$ cat config.mk
export PLATFORM = sky130hd
export DESIGN_NAME = rtc_div
export DESIGN_NICKNAME = d
export VERILOG_FILES = /design/src/design/rtc_pkg.sv /design/src/design/rtc_div.sv
export SDC_FILE = /design/constraint.sdc
export NUM_CORES = 1
export LEC_CHECK = 0
export BUFFER_PORTS_ARGS = -buffer_cell sky130_fd_sc_hd__buf_4
export CAP_MARGIN = 20
export CORE_AREA = 5 5 187 189
export CTS_CLUSTER_DIAMETER = 200
export CTS_CLUSTER_SIZE = 24
export DETAILED_ROUTE_END_ITERATION = 12
export DIE_AREA = 0 0 192 194
export PLACE_DENSITY = 0.87
export SYNTH_ARGS = -nofsm -noshare
export SYNTH_HDL_FRONTEND = slang
export SYNTH_SLANG_ARGS = --single-unit
export TNS_END_PERCENT = 10
$ cat constraint.sdc
create_clock -name i_clk -period 8.4 [get_ports i_clk]
set_input_delay 0.84 -clock i_clk [delete_from_list [all_inputs] [get_ports i_clk]]
set_output_delay 0.84 -clock i_clk [all_outputs]
set_load 0.02 [all_outputs]
$ cat src/design/rtc_pkg.sv
`default_nettype none
package rtc_pkg;

    localparam int ID_BITS_DEF   = 16;
    localparam int FRAC_BITS_DEF = 16;
    localparam int ADDR_W        = 5;
    localparam int DOT_W         = 66;

    localparam logic [2:0] REG_ORIGIN_X = 3'd0;
    localparam logic [2:0] REG_ORIGIN_Y = 3'd1;
    localparam logic [2:0] REG_ORIGIN_Z = 3'd2;
    localparam logic [2:0] REG_DIR_X    = 3'd3;
    localparam logic [2:0] REG_DIR_Y    = 3'd4;
    localparam logic [2:0] REG_DIR_Z    = 3'd5;
    localparam logic [2:0] REG_MIN_DIST = 3'd6;
    localparam logic [2:0] REG_ANY_HIT  = 3'd7;

    typedef struct packed {
        logic signed [31:0] a_x;
        logic signed [31:0] a_y;
        logic signed [31:0] a_z;
        logic signed [31:0] b_x;
        logic signed [31:0] b_y;
        logic signed [31:0] b_z;
        logic signed [31:0] c_x;
        logic signed [31:0] c_y;
        logic signed [31:0] c_z;
        logic [15:0]        tri_id;
        logic               last_tri;
    } t_tri;

    typedef struct packed {
        logic               hit;
        logic signed [31:0] hit_distance;
        logic [15:0]        hit_id;
        logic [16:0]        bary_u;
        logic [16:0]        bary_v;
    } t_hit;

    typedef enum logic [3:0] {
        ST_IDLE,
        ST_EDGE,
        ST_MUL,
        ST_CHECK,
        ST_DIV_START,
        ST_DIV_RUN,
        ST_DIV_DONE,
        ST_UPDATE,
        ST_OUT
    } t_state;

    typedef struct packed {
        logic        start;
        logic [63:0] num;
        logic [63:0] den;
        logic [63:0] limit;
    } t_div_req;

    typedef struct packed {
        logic        done;
        logic [63:0] quo;
    } t_div_rsp;

    function automatic logic signed [31:0] sat32(input logic signed [DOT_W-1:0] x);
        logic signed [DOT_W-1:0] hi;
        logic signed [DOT_W-1:0] lo;
        hi = DOT_W'(64'sh7FFFFFFF);
        lo = -DOT_W'(64'sh80000000);
        if (x > hi) return 32'sh7FFFFFFF;
        if (x < lo) return 32'sh80000000;
        return x[31:0];
    endfunction

endpackage
`default_nettype wire

$ cat src/design/rtc_div.sv
`default_nettype none
module rtc_div #(
    parameter int FRAC_BITS = rtc_pkg::FRAC_BITS_DEF
) (
    input  wire                     i_clk,
    input  wire                     i_rst_n,
    input  wire rtc_pkg::t_div_req  i_req,
    output rtc_pkg::t_div_rsp       o_rsp
);
    // restoring divider, one quotient bit a cycle, integer part then fraction
    localparam int STEPS = 64 + FRAC_BITS;
    localparam int CW    = $clog2(STEPS + 1);

    logic [CW-1:0]  r_cnt;
    logic           r_busy;
    logic           r_done;
    logic [63:0]    r_num;
    logic [64:0]    r_rem;
    logic [63:0]    r_den;
    logic [63:0]    r_lim;
    logic [STEPS-1:0] r_quo;
    logic [64:0]    n_rem;
    logic           n_bit;

    always_comb begin
        n_rem = {r_rem[63:0], r_num[63]};
        n_bit = 1'b0;
        if (n_rem >= {1'b0, r_den}) begin
            n_rem = n_rem - {1'b0, r_den};
            n_bit = 1'b1;
        end
    end

    always_ff @(posedge i_clk) begin
        if (!i_rst_n) begin
            r_busy <= 1'b0;
            r_done <= 1'b0;
            r_cnt  <= '0;
        end else begin
            r_done <= 1'b0;
            if (i_req.start) begin
                r_busy <= 1'b1;
                r_cnt  <= '0;
                r_num  <= i_req.num;
                r_den  <= i_req.den;
                r_lim  <= i_req.limit;
                r_rem  <= '0;
                r_quo  <= '0;
            end else if (r_busy) begin
                r_rem <= n_rem;
                r_num <= {r_num[62:0], 1'b0};
                r_quo <= {r_quo[STEPS-2:0], n_bit};
                r_cnt <= r_cnt + 1'b1;
                if (r_cnt == CW'(STEPS - 1)) begin
                    r_busy <= 1'b0;
                    r_done <= 1'b1;
                end
            end
        end
    end

    // any bit at 64 or above means the quotient exceeds every limit
    always_comb begin
        o_rsp.done = r_done;
        if ((r_quo >> 64) != '0 || r_quo[63:0] > r_lim) begin
            o_rsp.quo = r_lim;
        end else begin
            o_rsp.quo = r_quo[63:0];
        end
    end
endmodule
`default_nettype wire

==> results.cfg <==
[outcome]
outcome = finished clean

[cts]
post_cts_resized = 0
cts_max_level = 1
cts_buffers = 18
root_buffer = clkbuf_16
cts_tree = yes
clock_latency_ns = 0.53
cts_setup_buffers = 0
clock-sinks = 345
clockBufferDepth = 3
hold_buffers = 0
clk_pin_slew_ns = 0.10

[floorplanning]
dieWidth_microns = 192
num_rows = 67
io_pins = 260
dieArea_sq_um = 37250
die_h_microns = 194
core_sq_um = 33110
initial_core_util_pct = 58.25

[critical_path]
rr_worst_depth = 10
cp-end-kind = primary output
critPathRequiredTime_ns = 7.56
r2r_slack_ns = 4.24
cp_max_fo = 64
crit_arrival_ns = 3.92
cp-startpoint = r_quo[29]$_SDFFCE_PP0P_
crit_type = reg -> out
worstReg2RegStart = r_rem[35]$_SDFFCE_PP0P_
worstSetupStartpointType = flop
r2r_end = r_rem[60]$_SDFFCE_PP0P_

[yosys]
synthCells = 1694
yosys.area.top_type = edfxtp_1
synth_edf_count = 336
synth_top_area_share_pct = 52.31
synthTopCellsByCount = edfxtp_1 (336), inv_1 (151), nand2_1 (146), a21oi_1 (144), ha_1 (129)
yosys_warnings = 0
ys_types = 64
synth_flop_cell = edfxtp_1
yosys-top-cells-area = edfxtp_1 (52%), ha_1 (8.4%), mux2_2 (7.4%)
ys_seq_elements = 345
syn_area_sq_um = 19290
synth_most_common_cell = edfxtp_1
async_flop_share_pct = 0
ys_seq_area_share_pct = 53.25
mappedNetlistNets = 2019
synth_area_per_cell_sq_um = 11.39

[placement]
port_buffers = 259
dp_cells = 2333
gp_congestion = 0.9363
hpwlAfterDp_microns = 31320

[finish]
syn_to_final_growth_pct = 14.46
layout-drive-gt1-share_pct = 22.25
regArea_sq_um = 10270
stdcell_count = 2360
multi_input_area_sq_um = 8155
nFillCells = 2473
nets = 2230

[hold_path]
hold_end = r_den[24]$_DFFE_PP_
whs_path_depth = 1
hp-start = i_req[88]
holdCritPathClass = in -> reg

[routing]
drt_first_pass_iters = 5
vias = 13789
postRouteAntennaNets = 0
dr.first_iter.drc_count = 1046
drc = 0
drt_wl_total_microns = 44000
wl_per_cell_microns = 18.64
via_per_inst = 5.843

[sta]
slew-limit-headroom_pct = 27.83
rsz0062_at_grt = no
finalHoldViolations = 0
finalCritPeriodShare_pct = 56.62
timing.hold.ws_ns = 0.4795
worst_pin_slew_ns = 1.083
setup_violations = 0
drv_slew = 0
fin_crit_ns = 4.756
skew_ns = 0.02479
fmax_mhz = 210.3
tns_ns = 0

[power]
p_leak_nw = 9.214
p_total_mw = 4.055
pwr_density_cell_nw_per_um2 = 183.7
ir_drop_v = 0.0002034

[job]
cap_violations = 0

[global_route]
antenna_found_initial = 2
grt_pass1_wl_microns = 70300
grt_pass1_vias = 14091
grt_usage_pct = 22.70
grt_overflow = 0
grt_max_degree = 142
-- stage by stage --
stage               utilization, %  worst slack [ns]  cell area (sq um)
floorplan                        -             1.711              19290
global placement             65.11             4.303              21560
detailed placement           65.11             4.233              21560
CTS                          66.65             3.614              22070
global route                 66.67             3.401              22080
finish                       66.67             3.644              22080
-- kinds of logic (layout without fill, tap and decap cells) --
kind of cell | count (synthesis) | count (layout) | synth area share (%)
simple gates | 449 | 449 | 11.75
compound gates | 359 | 359 | 11.90
flops | 345 | 345 | 53.25
xor+xnor | 57 | 57 | 2.588
fa+ha+maj | 130 | 130 | 8.472
other cells | 0 | 2 | 0
buf+inv | 225 | 441 | 4.528
mux | 129 | 129 | 7.519
-- cell usage in the layout (no fill, tap or decap), types with 3 or more instances in the layout --
cell type  count
nor2_1        70
inv_1        150
and3_1         6
xnor2_1       37
clkbuf_16     19
ha_1         129
mux2_2       127
nand2b_1       7
nand4_1       47
o31ai_1        6
a21o_1        70
o21ai_1       12
a211oi_1      20
a211o_1        7
and2_1         7
clkbuf_1       5
nor3_1        11
xor2_1        20
or4_1          5
o21a_1         8
nand3_1       25
nor2b_1       89
o21ai_0       38
buf_4        263
a21oi_1      144
or3_1          7
o21bai_1      13
dfxtp_1        9
edfxtp_1     336
and4_1         8
nand2_1      145
o2111ai_1      4
o211ai_1       3
a31oi_1        8
nor4_1        11
-- report_power, final --
| part | internal [mW] | switching (mW) |
|---|---|---|
| sequential | 2.05 | 0.0652 |
| combinational | 0.422 | 0.563 |
| clock | 0.420 | 0.537 |
-- worst max-delay path, cell delays in order, from the launching register on --
cell and delay, ns:
edfxtp_1 0.45, ha_1 0.33, nand4_1 0.16, nor4_1 0.43, o21ai_0 0.27, a21o_1 0.23
o2111ai_1 0.08, o31a_2 0.16, buf_4 0.66, mux2_2 0.43, buf_4 0.16
-- cell type report --
class	instances	share of cell area, %
multi-input cells	1124	36.94
flip-flops and latches	345	46.52
well taps	448	2.539
inverters	151	2.579
diodes	2	0.02267
repair buffers	265	9.085
clock inverters	1	0.07368
clock buffers	24	2.239
-- routing by layer --
| metal | track usage, % | up-vias | share of wire (%) |
|---|---|---|---|
| met5 | 0 | - | 0 |
| met4 | 5.626 | 0 | 2.6 |
| met3 | 3.223 | 69 | 7.1 |
| met2 | 38.61 | 507 | 48 |
| met1 | 30.89 | 6627 | 43 |
| li1 | - | 6586 | - |
-- worst max-delay path by stage --
stage	slack, ns	cells after the start	to
3_5_place_dp	4.23	10	o_rsp[7]
2_1_floorplan	1.71	3	r_num[0]$_SDFFCE_PN0P_
6_report	3.64	10	o_rsp[7]
3_3_place_gp	4.30	12	o_rsp[7]
4_1_cts	3.61	10	o_rsp[7]
5_1_grt	3.40	10	o_rsp[8]
-- state kept, by name, indices dropped and copies added, names as in the netlist --
signal	cells
r_rem	64
r_done	1
r_busy	1
r_den	64
r_lim	64
r_quo	80
r_cnt	7
r_num	64
Power figures use the tool's default switching activity.
